[config.mk]
export PLATFORM = sky130hd
export DESIGN_NAME = ultrasonic_range_controller
export DESIGN_NICKNAME = d
export VERILOG_FILES = /design/src/urc_pkg.sv /design/src/ultrasonic_range_controller.sv
export SDC_FILE = /design/constraint.sdc
export NUM_CORES = 1
export LEC_CHECK = 0
export ABC_AREA = 1
export BUFFER_PORTS_ARGS = -buffer_cell sky130_fd_sc_hd__buf_2
export CAP_MARGIN = 20
export CORE_MARGIN = 5
export CORE_UTILIZATION = 30
export CTS_BUF_LIST = sky130_fd_sc_hd__clkbuf_4 sky130_fd_sc_hd__clkbuf_8 sky130_fd_sc_hd__clkbuf_16
export CTS_CLUSTER_SIZE = 20
export DETAILED_ROUTE_END_ITERATION = 10
export HOLD_SLACK_MARGIN = 0.15
export SYNTH_ARGS = -nofsm -noshare
export SYNTH_HDL_FRONTEND = slang
export SYNTH_SLANG_ARGS = --single-unit
[constraint.sdc]
create_clock -name clk_i -period 28.7 [get_ports clk_i]
set_clock_uncertainty 0.15 [all_clocks]
set_input_delay 2.87 -clock clk_i [delete_from_list [all_inputs] [get_ports clk_i]]
set_output_delay 2.87 -clock clk_i [all_outputs]
set_load 0.01 [all_outputs]
[src/urc_pkg.sv]
// ----------------------------------------------------------------------------
// urc_pkg: shared types and constants of the ultrasonic range controller
// Phase codes, register indexes, widths and the packed result layout.
// ----------------------------------------------------------------------------
package urc_pkg;

  // elapsed tick counter width
  localparam int ELAPSED_WIDTH = 24;
  localparam logic [ELAPSED_WIDTH-1:0] ELAPSED_MAX = '1;
  localparam int PROD_WIDTH    = ELAPSED_WIDTH + 16;

  localparam int DIST_WIDTH    = 21;
  localparam int DIFF_WIDTH    = DIST_WIDTH + 1;
  localparam logic [DIST_WIDTH-1:0] Q8_CLAMP = DIST_WIDTH'(1048575 + 4096);
  localparam logic signed [DIFF_WIDTH-1:0] DIST_MAX = DIFF_WIDTH'(1048575);
  localparam logic signed [DIFF_WIDTH-1:0] DIST_MIN = -DIFF_WIDTH'(65536);

  localparam int APB_ADDR_WIDTH = 5;
  localparam int APB_DATA_WIDTH = 32;

  // configuration reset values
  localparam logic [15:0] CARRIER_PERIOD_RST = 16'd1200;
  localparam logic [3:0]  BURST_COUNT_RST    = 4'd8;
  localparam logic [23:0] TIMEOUT_RST        = 24'd1680000;
  localparam logic [15:0] CM_PER_TICK_RST    = 16'd5942;
  localparam logic [11:0] OFFSET_RST         = 12'd896;

  typedef enum logic [1:0] {
    PH_READY  = 2'd0,
    PH_BURST  = 2'd1,
    PH_LISTEN = 2'd2,
    PH_OVER   = 2'd3
  } phase_e;

  typedef enum logic [2:0] {
    REG_CARRIER_PERIOD = 3'd0,
    REG_BURST_COUNT    = 3'd1,
    REG_TIMEOUT        = 3'd2,
    REG_CM_PER_TICK    = 3'd3,
    REG_OFFSET         = 3'd4
  } reg_idx_e;

  // result item, last field in the lowest bits
  typedef struct packed {
    logic [2:0]            pad;
    logic [DIST_WIDTH-1:0] distance_q8;
    logic                  timed_out;
    logic                  done_res;
    logic [1:0]            phase;
    logic                  rx_enable;
    logic                  tx_power_on;
    logic                  tx_drive_b;
    logic                  tx_drive_a;
  } result_t;

endpackage

[src/ultrasonic_range_controller.sv]
// ----------------------------------------------------------------------------
// ultrasonic_range_controller: time-of-flight ranging sequencer
// Burst generation, echo capture and distance computation, one tick per item.
// ----------------------------------------------------------------------------
// Usage: every transfer on the slave stream is one tick of the time base.
// s_axis_tuser carries the start command, s_axis_tdata[0] the sampled echo
// pin. Each accepted tick produces exactly one result transfer on the master
// stream with the carrier drives, power and receiver enables, the phase, a
// done strobe, the timeout flag and the last distance in Q8 centimetres.
// The result of a tick is registered and presented on the cycle after its
// transfer. Throughput is one tick per cycle unless the receiver stalls; the
// per-tick path is the 24x16 distance multiply, offset subtract and clamp.
// The result stage is a single output register: while the receiver stalls,
// s_axis_tready is low and the tick sequencer holds its state; a new tick is
// taken in the same cycle that the waiting result is taken.
// The APB port writes and reads the five configuration registers at byte
// addresses 0, 4, 8, 12 and 16; pready is always high. Write them only while
// no tick is in flight.
// Reset returns the configuration to its defaults, the phase to ready, all
// counters and the distance to zero, and the echo history to high.
// ----------------------------------------------------------------------------
module ultrasonic_range_controller (
  input  logic                                clk_i,
  input  logic                                rst_ni,
  // slave stream
  input  logic                                s_axis_tvalid,
  output logic                                s_axis_tready,
  input  logic [7:0]                          s_axis_tdata,   // [0] echo_level
  input  logic                                s_axis_tuser,   // [0] command
  // master stream
  output logic                                m_axis_tvalid,
  input  logic                                m_axis_tready,
  // [0] tx_drive_a, [1] tx_drive_b, [2] tx_power_on, [3] rx_enable,
  // [5:4] phase, [6] done_res, [7] timed_out, [28:8] distance_q8
  output logic [31:0]                         m_axis_tdata,
  // configuration
  input  logic                                psel,
  input  logic                                penable,
  input  logic                                pwrite,
  input  logic [urc_pkg::APB_ADDR_WIDTH-1:0]  paddr,
  input  logic [urc_pkg::APB_DATA_WIDTH-1:0]  pwdata,
  output logic [urc_pkg::APB_DATA_WIDTH-1:0]  prdata,
  output logic                                pready
);
  import urc_pkg::*;

  // configuration registers
  logic [15:0] carrier_period_q;
  logic [3:0]  burst_count_q;
  logic [23:0] timeout_q;
  logic [15:0] cm_per_tick_q;
  logic [11:0] offset_q;

  // sequencer state
  phase_e                   phase_q, phase_d;
  logic [ELAPSED_WIDTH-1:0] elapsed_q, elapsed_d;
  logic [15:0]              carrier_q, carrier_d;
  logic [3:0]               pulses_q, pulses_d;
  logic [DIST_WIDTH-1:0]    distance_q, distance_d;
  logic                     echo_prev_q;
  logic                     timed_out_q, timed_out_d;

  // output stage
  logic    out_valid_q;
  result_t out_q, out_d;

  logic                     accept;
  logic                     cfg_write;
  reg_idx_e                 cfg_idx;
  logic                     cmd, echo, falling, start, done;
  logic [ELAPSED_WIDTH-1:0] elapsed_inc;
  logic [16:0]              carrier_inc;
  logic [15:0]              period_eff;
  logic [3:0]               pulses_inc;
  logic [PROD_WIDTH-1:0]    product;
  logic [PROD_WIDTH-1:0]    q8_full;
  logic [DIST_WIDTH-1:0]    q8_sat;
  logic signed [DIFF_WIDTH-1:0] diff;
  logic [DIST_WIDTH-1:0]    dist_new;
  logic                     drive_a;

  // --------------------------------------------------------------------------
  // configuration port
  // --------------------------------------------------------------------------
  assign pready    = 1'b1;
  assign cfg_idx   = reg_idx_e'(paddr[4:2]);
  assign cfg_write = psel && penable && pwrite && pready;

  always_ff @(posedge clk_i or negedge rst_ni) begin
    if (!rst_ni) begin
      carrier_period_q <= CARRIER_PERIOD_RST;
      burst_count_q    <= BURST_COUNT_RST;
      timeout_q        <= TIMEOUT_RST;
      cm_per_tick_q    <= CM_PER_TICK_RST;
      offset_q         <= OFFSET_RST;
    end else if (cfg_write) begin
      case (cfg_idx)
        REG_CARRIER_PERIOD: carrier_period_q <= pwdata[15:0];
        REG_BURST_COUNT:    burst_count_q    <= pwdata[3:0];
        REG_TIMEOUT:        timeout_q        <= pwdata[23:0];
        REG_CM_PER_TICK:    cm_per_tick_q    <= pwdata[15:0];
        REG_OFFSET:         offset_q         <= pwdata[11:0];
        default: ;
      endcase
    end
  end

  always_comb begin
    case (cfg_idx)
      REG_CARRIER_PERIOD: prdata = {16'd0, carrier_period_q};
      REG_BURST_COUNT:    prdata = {28'd0, burst_count_q};
      REG_TIMEOUT:        prdata = {8'd0, timeout_q};
      REG_CM_PER_TICK:    prdata = {16'd0, cm_per_tick_q};
      REG_OFFSET:         prdata = {20'd0, offset_q};
      default:            prdata = '0;
    endcase
  end

  // --------------------------------------------------------------------------
  // tick sequencer
  // --------------------------------------------------------------------------
  assign s_axis_tready = !out_valid_q || m_axis_tready;
  assign accept        = s_axis_tvalid && s_axis_tready;

  assign cmd     = s_axis_tuser;
  assign echo    = s_axis_tdata[0];
  assign falling = echo_prev_q && !echo;
  assign start   = cmd && (phase_q inside {PH_READY, PH_OVER});

  // periods below two behave as two
  assign period_eff  = (carrier_period_q < 16'd2) ? 16'd2 : carrier_period_q;
  assign elapsed_inc = elapsed_q + ELAPSED_WIDTH'(elapsed_q != ELAPSED_MAX);
  assign carrier_inc = {1'b0, carrier_q} + 17'd1;
  assign pulses_inc  = pulses_q + 4'd1;

  // distance from the tick count of this tick
  assign product = PROD_WIDTH'(elapsed_inc) * PROD_WIDTH'(cm_per_tick_q);
  assign q8_full = product >> 16;
  assign q8_sat  = (q8_full > PROD_WIDTH'(Q8_CLAMP)) ? Q8_CLAMP
                                                     : q8_full[DIST_WIDTH-1:0];
  assign diff    = $signed({1'b0, q8_sat}) - $signed(DIFF_WIDTH'(offset_q));

  always_comb begin
    if (diff > DIST_MAX) begin
      dist_new = DIST_MAX[DIST_WIDTH-1:0];
    end else if (diff < DIST_MIN) begin
      dist_new = DIST_MIN[DIST_WIDTH-1:0];
    end else begin
      dist_new = diff[DIST_WIDTH-1:0];
    end
  end

  // next state
  always_comb begin
    phase_d     = phase_q;
    elapsed_d   = elapsed_q;
    carrier_d   = carrier_q;
    pulses_d    = pulses_q;
    distance_d  = distance_q;
    timed_out_d = timed_out_q;
    done        = 1'b0;
    if (start) begin
      phase_d   = PH_BURST;
      elapsed_d = '0;
      carrier_d = '0;
      pulses_d  = '0;
    end else if (phase_q == PH_BURST) begin
      elapsed_d = elapsed_inc;
      if (carrier_inc >= {1'b0, period_eff}) begin
        carrier_d = '0;
        pulses_d  = pulses_inc;
        // a zero count ends after the first period
        if (pulses_inc >= burst_count_q || pulses_inc == 4'd0) begin
          phase_d = PH_LISTEN;
        end
      end else begin
        carrier_d = carrier_inc[15:0];
      end
    end else if (phase_q == PH_LISTEN) begin
      elapsed_d = elapsed_inc;
      if (falling) begin
        distance_d  = dist_new;
        timed_out_d = 1'b0;
        phase_d     = PH_OVER;
        done        = 1'b1;
      end else if (ELAPSED_WIDTH'(elapsed_inc) > ELAPSED_WIDTH'(timeout_q)
                   || elapsed_inc == ELAPSED_MAX) begin
        distance_d  = '0;
        timed_out_d = 1'b1;
        phase_d     = PH_OVER;
        done        = 1'b1;
      end
    end
  end

  // result fields from the state after this tick
  always_comb begin
    drive_a           = (phase_d == PH_BURST) && (carrier_d < (period_eff >> 1));
    out_d.pad         = '0;
    out_d.distance_q8 = distance_d;
    out_d.timed_out   = timed_out_d;
    out_d.done_res    = done;
    out_d.phase       = phase_d;
    out_d.rx_enable   = (phase_d == PH_LISTEN);
    out_d.tx_power_on = (phase_d == PH_BURST);
    out_d.tx_drive_b  = (phase_d == PH_BURST) && !drive_a;
    out_d.tx_drive_a  = drive_a;
  end

  always_ff @(posedge clk_i or negedge rst_ni) begin
    if (!rst_ni) begin
      phase_q     <= PH_READY;
      elapsed_q   <= '0;
      carrier_q   <= '0;
      pulses_q    <= '0;
      distance_q  <= '0;
      echo_prev_q <= 1'b1;
      timed_out_q <= 1'b0;
    end else if (accept) begin
      phase_q     <= phase_d;
      elapsed_q   <= elapsed_d;
      carrier_q   <= carrier_d;
      pulses_q    <= pulses_d;
      distance_q  <= distance_d;
      echo_prev_q <= echo;
      timed_out_q <= timed_out_d;
    end
  end

  // --------------------------------------------------------------------------
  // output register
  // --------------------------------------------------------------------------
  always_ff @(posedge clk_i or negedge rst_ni) begin
    if (!rst_ni) begin
      out_valid_q <= 1'b0;
    end else if (accept) begin
      out_valid_q <= 1'b1;
    end else if (m_axis_tready) begin
      out_valid_q <= 1'b0;
    end
  end

  always_ff @(posedge clk_i) begin
    if (accept) begin
      out_q <= out_d;
    end
  end

  assign m_axis_tvalid = out_valid_q;
  assign m_axis_tdata  = out_q;

endmodule
# Word level (Yosys, flattened, before mapping)
# Index checks and enable logic that the tools add are counted.
# op_classes
add_sub_neg,4
mul,1
magnitude_cmp,8
eq_ne,11
mux,35
n_bitwise,1
n_reduce_logical,29
# op_table
cell,n
two-way mux 21 bit,8
one-hot mux 24 bit (5 select lines),1
two-way mux 24 bit,3
two-way mux 16 bit,4
multiplier 24 x 16 -> 40 bit,1
adder 24 x 1 -> 24 bit,1
"equality test 24 bit, second input constant",1
"greater-than comparator 24 x 21 -> 1 bit, second input constant",1
greater-than comparator 24 bit,1
"inequality test 24 bit, second input constant",1
"greater-than comparator 22 x 21 -> 1 bit, second input constant",1
"less-than comparator 22 x 17 -> 1 bit, second input constant",1
subtractor 21 x 12 -> 22 bit,1
"adder 16 x 1 -> 17 bit, second input constant",1
greater-or-equal comparator 17 x 16 -> 1 bit,1
less-than comparator 16 x 15 -> 1 bit,1
"less-than comparator 16 x 2 -> 1 bit, second input constant",1
two-way mux 2 bit,7
two-way mux 4 bit,3
AND reduction 2 bit,6
two-way mux 1 bit,9
nonzero test 2 bit,4
logical AND 1 bit,7
"equality test 2 bit, second input constant",3
other kinds (15),21
# word_totals
reg_bits,171
in_bits,53
out_inout_bits,67
word_cells,110

# Logic depth before layout (Yosys ltp)
# Gate-level depths: netlist of run 1.
# depth
ltp_word,13
mapped_depth,69
ltp_nobuf,67

# Worst setup path after synthesis of run 1
# No wires, ideal clock.
# synth_timing
path_type,register -> register
start,register elapsed_q[22]
end,"register out_q, in the netlist m_axis_tdata[8] (data pin)"
setup_time_ps,255
arrival_ps,10210
required_time_ps,28295
path_slack_ps,18085
path_stages_with_launch,64
n_path_buf,3
synth_period_minus_slack_ps,10615
cell_sequence,dfrtp_1 -> inv_1 -> nor4_1 -> nand4_1 -> nor4_1 -> nand4_1 -> ha_1 -> nand3_1 -> inv_1 -> nand2_2 -> nor2_2 -> inv_1 -> nor2_1 -> inv_1 -> nor3_1 -> nand4_1 -> xor2_1 -> inv_1 -> (+28 left out) -> a21oi_1 -> nand2_1 -> a21oi_1 -> nor2_1 -> nor2_1 -> o21ai_0 -> nand3_1 -> nand2_1 -> nand3_1 -> nand2_1 -> a21oi_1 -> nand3_2 -> nor3_4 -> nand4_2 -> buf_6 -> nand3_1 -> nand4_1 -> and2_1
# synth_via
elab_chain_len,13
word_cells_on_any_way,18
classes_between,add/sub (2); mul (1); order compare (4); eq/ne (2); mux (8); reduce/logical (1)
# synth_rtl
element,line_no,text
start: declaration,ultrasonic_range_controller.sv:56,"logic [ELAPSED_WIDTH-1:0] elapsed_q, elapsed_d;"
start signal: assignment,ultrasonic_range_controller.sv:221,elapsed_q <= elapsed_d;
inequality test 24 bit,ultrasonic_range_controller.sv:132,assign elapsed_inc = elapsed_q + ELAPSED_WIDTH'(elapsed_q != ELAPSED_MAX);
adder 24 x 1 -> 24 bit (*),ultrasonic_range_controller.sv:132,
multiplier 24 x 16 -> 40 bit,ultrasonic_range_controller.sv:137,assign product = PROD_WIDTH'(elapsed_inc) * PROD_WIDTH'(cm_per_tick_q);
greater-than comparator 24 x 21 -> 1 bit,ultrasonic_range_controller.sv:139,assign q8_sat = (q8_full > PROD_WIDTH'(Q8_CLAMP)) ? Q8_CLAMP
two-way mux 21 bit,ultrasonic_range_controller.sv:139,
subtractor 21 x 12 -> 22 bit,ultrasonic_range_controller.sv:141,"assign diff = $signed({1'b0, q8_sat}) - $signed(DIFF_WIDTH'(offset_q));"
less-than comparator 22 x 17 -> 1 bit,ultrasonic_range_controller.sv:146,end else if (diff < DIST_MIN) begin
two-way mux 21 bit,ultrasonic_range_controller.sv:146,
two-way mux 21 bit,ultrasonic_range_controller.sv:144,if (diff > DIST_MAX) begin
two-way mux 21 bit (*),ultrasonic_range_controller.sv:181,if (falling) begin
two-way mux 21 bit (*),ultrasonic_range_controller.sv:179,end else if (phase_q == PH_LISTEN) begin
two-way mux 21 bit (*),ultrasonic_range_controller.sv:167,end else if (phase_q == PH_BURST) begin
two-way mux 21 bit (*),ultrasonic_range_controller.sv:162,if (start) begin
via distance_d[0],ultrasonic_range_controller.sv:59,"logic [DIST_WIDTH-1:0] distance_q, distance_d;"
end signal: assignment,ultrasonic_range_controller.sv:245,out_q <= out_d;
end: declaration,ultrasonic_range_controller.sv:65,"result_t out_q, out_d;"
# The timed path passes the listed nets; every way through them passes the cells marked *.
# A chain may end at the register's enable or synchronous reset.

# Worst setup path after layout of run 1
# layout_timing
start,register elapsed_q[22]
end,"register out_q, in the netlist m_axis_tdata[23] (data pin)"
# Same word-level chain as after synthesis.

==> flow_metrics.tcl, run 1 <==
set metrics [dict create \
    worst_setup_path_start_kind "flip-flop" \
    ys_ff_latch 171 \
    post-cts-setup-buffers 0 \
    ys_types 60 \
    htree_levels 4 \
    cp_slowest_cell "nor2_2" \
    grt_pass1_wl_um 110000 \
    nets 3530 \
    max-vdd-ir-drop_mv 0.0719 \
    synthFlopType "dfrtp_1" \
    grt_use_total 0.169 \
    die-height_um 287 \
    firstDrtPassIters 7 \
    cts-root-buf "clkbuf_16" \
    dpl.hpwl_um 55000 \
    slowest_delay_ps 810 \
    fmax_mhz 78.0 \
    num-fill-cells 8137 \
    async_flop_share 0.830 \
    ys_seq_area_frac 0.194 \
    rows 101 \
    synth-edff-count 29 \
    final_max_slew_viol_count 0 \
    die_w_um 287 \
    critical_path.max_fanout 17 \
    rsz0062_at_grt "false" \
    worstMarginPinSlew_ps 1090 \
    place_congestion 0.949 \
    initialDrtViolationCount 1415 \
    cp_common_cell "nand2_1" \
    clock_latency_ps 450 \
    avgSynthCellArea_um2 7.78 \
    layout-drive-gt1-share 0.0754 \
    vias 19600 \
    cts_made_buffers 17 \
    pre_cts_ws_ps 16070 \
    die_area_um2 82200 \
    hold_buffers 0 \
    cts_resized 0 \
    drv_cap 0 \
    grt_max_degree 87 \
    outcome "completed" \
    post-route-period-util 0.447 \
    power_density_nw_per_um2 95.8 \
    vias_per_cell 4.86 \
    synth_cells 2952 \
    cp.arrival_ps 12860 \
    worst_setup_path_end_kind "flip-flop" \
    antenna_found_initial 0 \
    leakagePower_nw 12.5 \
    clk_path_buf_depth 2 \
    core_um2 75900 \
    antenna-diode-count 0 \
    setup_tns_ps 0 \
    wl_per_cell_um 17.2 \
    cts_tree "built" \
    hold_viol_final 0 \
    flow.area_growth_from_synthesis_pct 8.90 \
    wirelength_um 69200 \
    yosysWarnings 0 \
    path_clk_slew_ps 70 \
    pin_count 120 \
    post-route-min-period_ps 12820 \
    cts_sinks 171 \
    fin_ws_ps 15880 \
    io_buffers 90 \
    drc 0 \
    first_global_vias 19800 \
    syn_area_um2 23000 \
    grt_overflow 0 \
    start_util 0.303 \
    setup_viol 0 \
    timing.slew.headroom 0.273 \
    hold_slack_ps 337 \
    path_class "reg2reg" \
    antenna_left 0 \
    hold_class "reg2reg" \
    crit_required_ps 28740 \
]
## report_power, final
group / leakage [nW] / internal, mW / switching (mW) / total (mW)
combinational: 10.2 / 0.609 / 1.17 / 1.78
clock: 0.275 / 0.115 / 0.110 / 0.225
sequential: 2.03 / 0.323 / 0.0665 / 0.390
total: 12.5 / 1.05 / 1.35 / 2.40
## path summary, 6_finish.rpt
kind,start,end,slack [ps],cells past startpoint
worst max-delay path,elapsed_q[22],m_axis_tdata[23],15880,59
worst min-delay path,distance_q[20],distance_q[20],340,2
worst max register to register,elapsed_q[22],m_axis_tdata[23],15880,59
worst min register to register,distance_q[20],distance_q[20],340,2
max in group asynchronous,rst_ni,distance_q[13],24790,2
min in group asynchronous,rst_ni,carrier_q[3],2320,1
## worst max-delay path, delay by kind of cell, from the launching register on
kind	cells	cell delay [ps]
buffers and inverters	9	1020
XOR/XNOR	1	150
adder cells (fa/ha/maj)	10	4240
AO/OA/AOI/OAI	4	630
AND/OR/NAND/NOR	35	5930
flip-flops	1	400
## flip-flops by register name, indices dropped and copies added (netlist names)
register	count
distance_q	21
cm_per_tick_q	16
carrier_q	16
timed_out_q	1
pulses_q	4
m_axis_tdata	29
offset_q	12
phase_q	2
burst_count_q	4
echo_prev_q	1
carrier_period_q	16
timeout_q	24
m_axis_tvalid	1
elapsed_q	24
## final cells by class
class / count / area (µm²) / share of cell area
clock buffer: 18 / 433 / 0.0173
inverter: 596 / 2240 / 0.0895
tap: 1030 / 1290 / 0.0515
timing repair buffer: 112 / 622 / 0.0249
clock inverter: 14 / 125 / 0.00500
sequential: 171 / 4450 / 0.178
multi-input combinational: 2087 / 15900 / 0.634
## layer usage
layer,routed length [µm],track usage,part of all wire
met5,0,0,0
met4,2560,0.0598,0.037
met3,4600,0.0264,0.067
met2,31800,0.279,0.46
met1,30200,0.228,0.44
## cells by family after synthesis
group                    count (synthesis)  synth area share
AO/OA/AOI/OAI                          353            0.0855
XOR/XNOR                                47            0.0182
adder cells (fa/ha/maj)                492             0.368
buffers and inverters                  704             0.118
flip-flops                             171             0.194
other                                    2          0.000327
AND/OR/NAND/NOR                       1183             0.216
## synth_stat cells, types with 31 or more instances
master,count,area share
dfrtp_1,118,0.13
ha_1,186,0.10
inv_1,576,0.094
a21oi_1,102,0.022
nand4_1,38,0.010
nand2_1,680,0.11
fa_1,306,0.27
nand3_1,65,0.014
o22ai_1,50,0.014
xor2_1,31,0.012
o21ai_0,142,0.031
clkbuf_1,91,0.015
nor2_1,292,0.048
## through the flow
stage	total power [mW]	area [µm²]	util	cells
floorplan	1.68	23000	-	2962
global placement	2.14	24500	0.322	3996
detailed placement	2.16	24500	0.322	3996
CTS	2.40	25000	0.329	4028
global route	2.66	25000	0.329	4028
finish	2.40	25000	0.329	4028
## layout by cell type (no fill, tap or decap), types with 31 or more instances in the layout
cell type	n
o21ai_0	142
dfrtp_1	118
nand3_1	65
xor2_1	31
a21oi_1	101
fa_1	306
buf_2	89
ha_1	186
nand2_1	680
nor2_1	291
o22ai_1	50
nand4_1	38
inv_1	575
Note: power is estimated with default switching activity, not from simulation.
==> run 2, diff against run 1 <==
clock period = 12.7 ns   (was 28.7 ns; I/O delays follow)
==> run 2 against run 1 <==
  * Wire length is 2.6% higher
  * Critical path depth stayed put
  * Via count is 0.91% higher
  * Clock power is 130% higher
  * Non-clock buffer count is 42 higher
  * Final cell count is 1.0% higher
  * Critical endpoint is now m_axis_tdata[12]
  * Global-route usage is 0.39 points higher
==> flow_metrics.tcl, run 2 (synthesis gave the netlist of run 1 again) <==
set metrics [dict create \
    cts_sinks 171 \
    grt_pass1_wl_um 113000 \
    crit_family "adder cells" \
    wirelength_um 71000 \
    critical_path_buf_inv_count 10 \
    leakagePower_nw 12.7 \
    nets 3572 \
    core_um2 75900 \
    final_max_slew_viol_count 0 \
    rows 101 \
    worst_setup_path_end_kind "flip-flop" \
    timing.rr.start "elapsed_q[2]" \
    post-route-period-util 0.930 \
    cp.arrival_ps 11870 \
    grt_max_degree 79 \
    hold_class "reg2reg" \
    antenna-diode-count 0 \
    path_clk_slew_ps 70 \
    internal_power_mw 2.48 \
    switchingPower_mw 3.09 \
    worst_setup_path_start_kind "flip-flop" \
    worstMarginPinSlew_ps 1050 \
    fin_ws_ps 883 \
    htree_levels 4 \
    setup_tns_ps 0 \
    start_util 0.303 \
    cts-root-buf "clkbuf_16" \
    startpoint "elapsed_q[2]" \
    antenna_found_initial 0 \
    timing.slew.headroom 0.294 \
    antenna_left 0 \
    clock_latency_ps 460 \
    die-height_um 287 \
    io_buffers 90 \
    p_comb_frac 0.748 \
    initialDrtViolationCount 1466 \
    die_w_um 287 \
    clock_power_share 0.094 \
    path_class "reg2reg" \
    pin_count 120 \
    fin_area_um2 25400 \
    cp_slowest_cell "fa_1" \
    outcome "completed" \
    fmax_mhz 84.6 \
    min_from "carrier_period_q[9]" \
    largest_register_ffs 29 \
    post-route-min-period_ps 11820 \
    firstDrtPassIters 5 \
    cp_common_cell "nand2_1" \
    hold_buffers 0 \
    p_seq_frac 0.157 \
    die_area_um2 82200 \
    hold_slack_ps 335 \
    cts_tree "built" \
    setup_viol 0 \
    drc 0 \
    flow.area_growth_from_synthesis_pct 10.7 \
    final_cell_mix "nand2_1, inv_1, fa_1, nor2_1, ha_1" \
    layout-drive-gt1-share 0.0921 \
    dpl.hpwl_um 57200 \
    cts_made_buffers 17 \
    hold_viol_final 0 \
    max-vdd-ir-drop_mv 0.239 \
    place_congestion 0.963 \
    layout_commonest_cell "nand2_1" \
    placed_area_um2 24700 \
    pre_cts_ws_ps 833 \
    switching_share 0.554 \
    clk_path_buf_depth 2 \
    grt_use_total 0.173 \
    slowest_delay_ps 540 \
    first_global_vias 20000 \
    crit_required_ps 12750 \
    vias_per_cell 4.85 \
    critical_path.max_fanout 17 \
    drv_cap 0 \
    wl_per_cell_um 17.4 \
    grt_overflow 0 \
    vias 19700 \
    power_density_nw_per_um2 219 \
]
-- run 2: what timing repair did --
item                                    in CTS  in global routing
setup buffers                                0                 13
gates resized for setup                      0                 15
endpoints found under the setup margin       0                 29
-- run 2: worst min-delay path, stage by stage, from the launching register on --
cell and delay (ps):
dfrtp_1 350, nand2_1 50, o21ai_0 60
-- run 2: power groups by stage --
stage | Sequential (mW) | Clock, mW | Combinational, mW
finish | 0.877 | 0.526 | 4.17
CTS | 0.874 | 0.538 | 4.09
detailed placement | 0.882 | 0 | 4.07
floorplan | 0.825 | 0 | 2.97
global placement | 0.881 | 0 | 4.04
global route | 0.895 | 0.559 | 4.72
-- run 2: per-layer routing --
metal | up-vias | part of all wire | GRT usage
met5 | - | 0 | 0
met4 | 0 | 0.033 | 0.0533
met3 | 104 | 0.067 | 0.0257
met2 | 639 | 0.46 | 0.288
met1 | 9746 | 0.44 | 0.235
li1 | 9246 | - | -
-- run 2: path summary, 6_finish.rpt --
| kind | endpoint | slack (ps) | cells past startpoint |
|---|---|---|---|
| max | m_axis_tdata[12] | 880 | 59 |
| min | carrier_period_q[9] | 340 | 2 |
| max reg2reg | m_axis_tdata[12] | 880 | 59 |
| min reg2reg | carrier_period_q[9] | 340 | 2 |
| max in group asynchronous | distance_q[10] | 10350 | 2 |
| min in group asynchronous | carrier_q[4] | 670 | 1 |
-- run 2: area by class of cell --
class                   instances  area (µm²)
clock buffers                  18         433
multi-input cells            2087       15900
inverters                     596        2270
flip-flops and latches        171        4450
repair buffers                154         966
clock inverters                14         144
fillers                      8028       50500
well taps                    1030        1290
-- run 2: metrics by stage --
step                      power (mW)   util  cells
after floorplan                 3.79      -   2962
after global placement          4.92  0.325   4024
after detailed placement        4.95  0.325   4024
final                           5.57  0.335   4070
after CTS                       5.50  0.332   4056
after global routing            6.17  0.335   4070
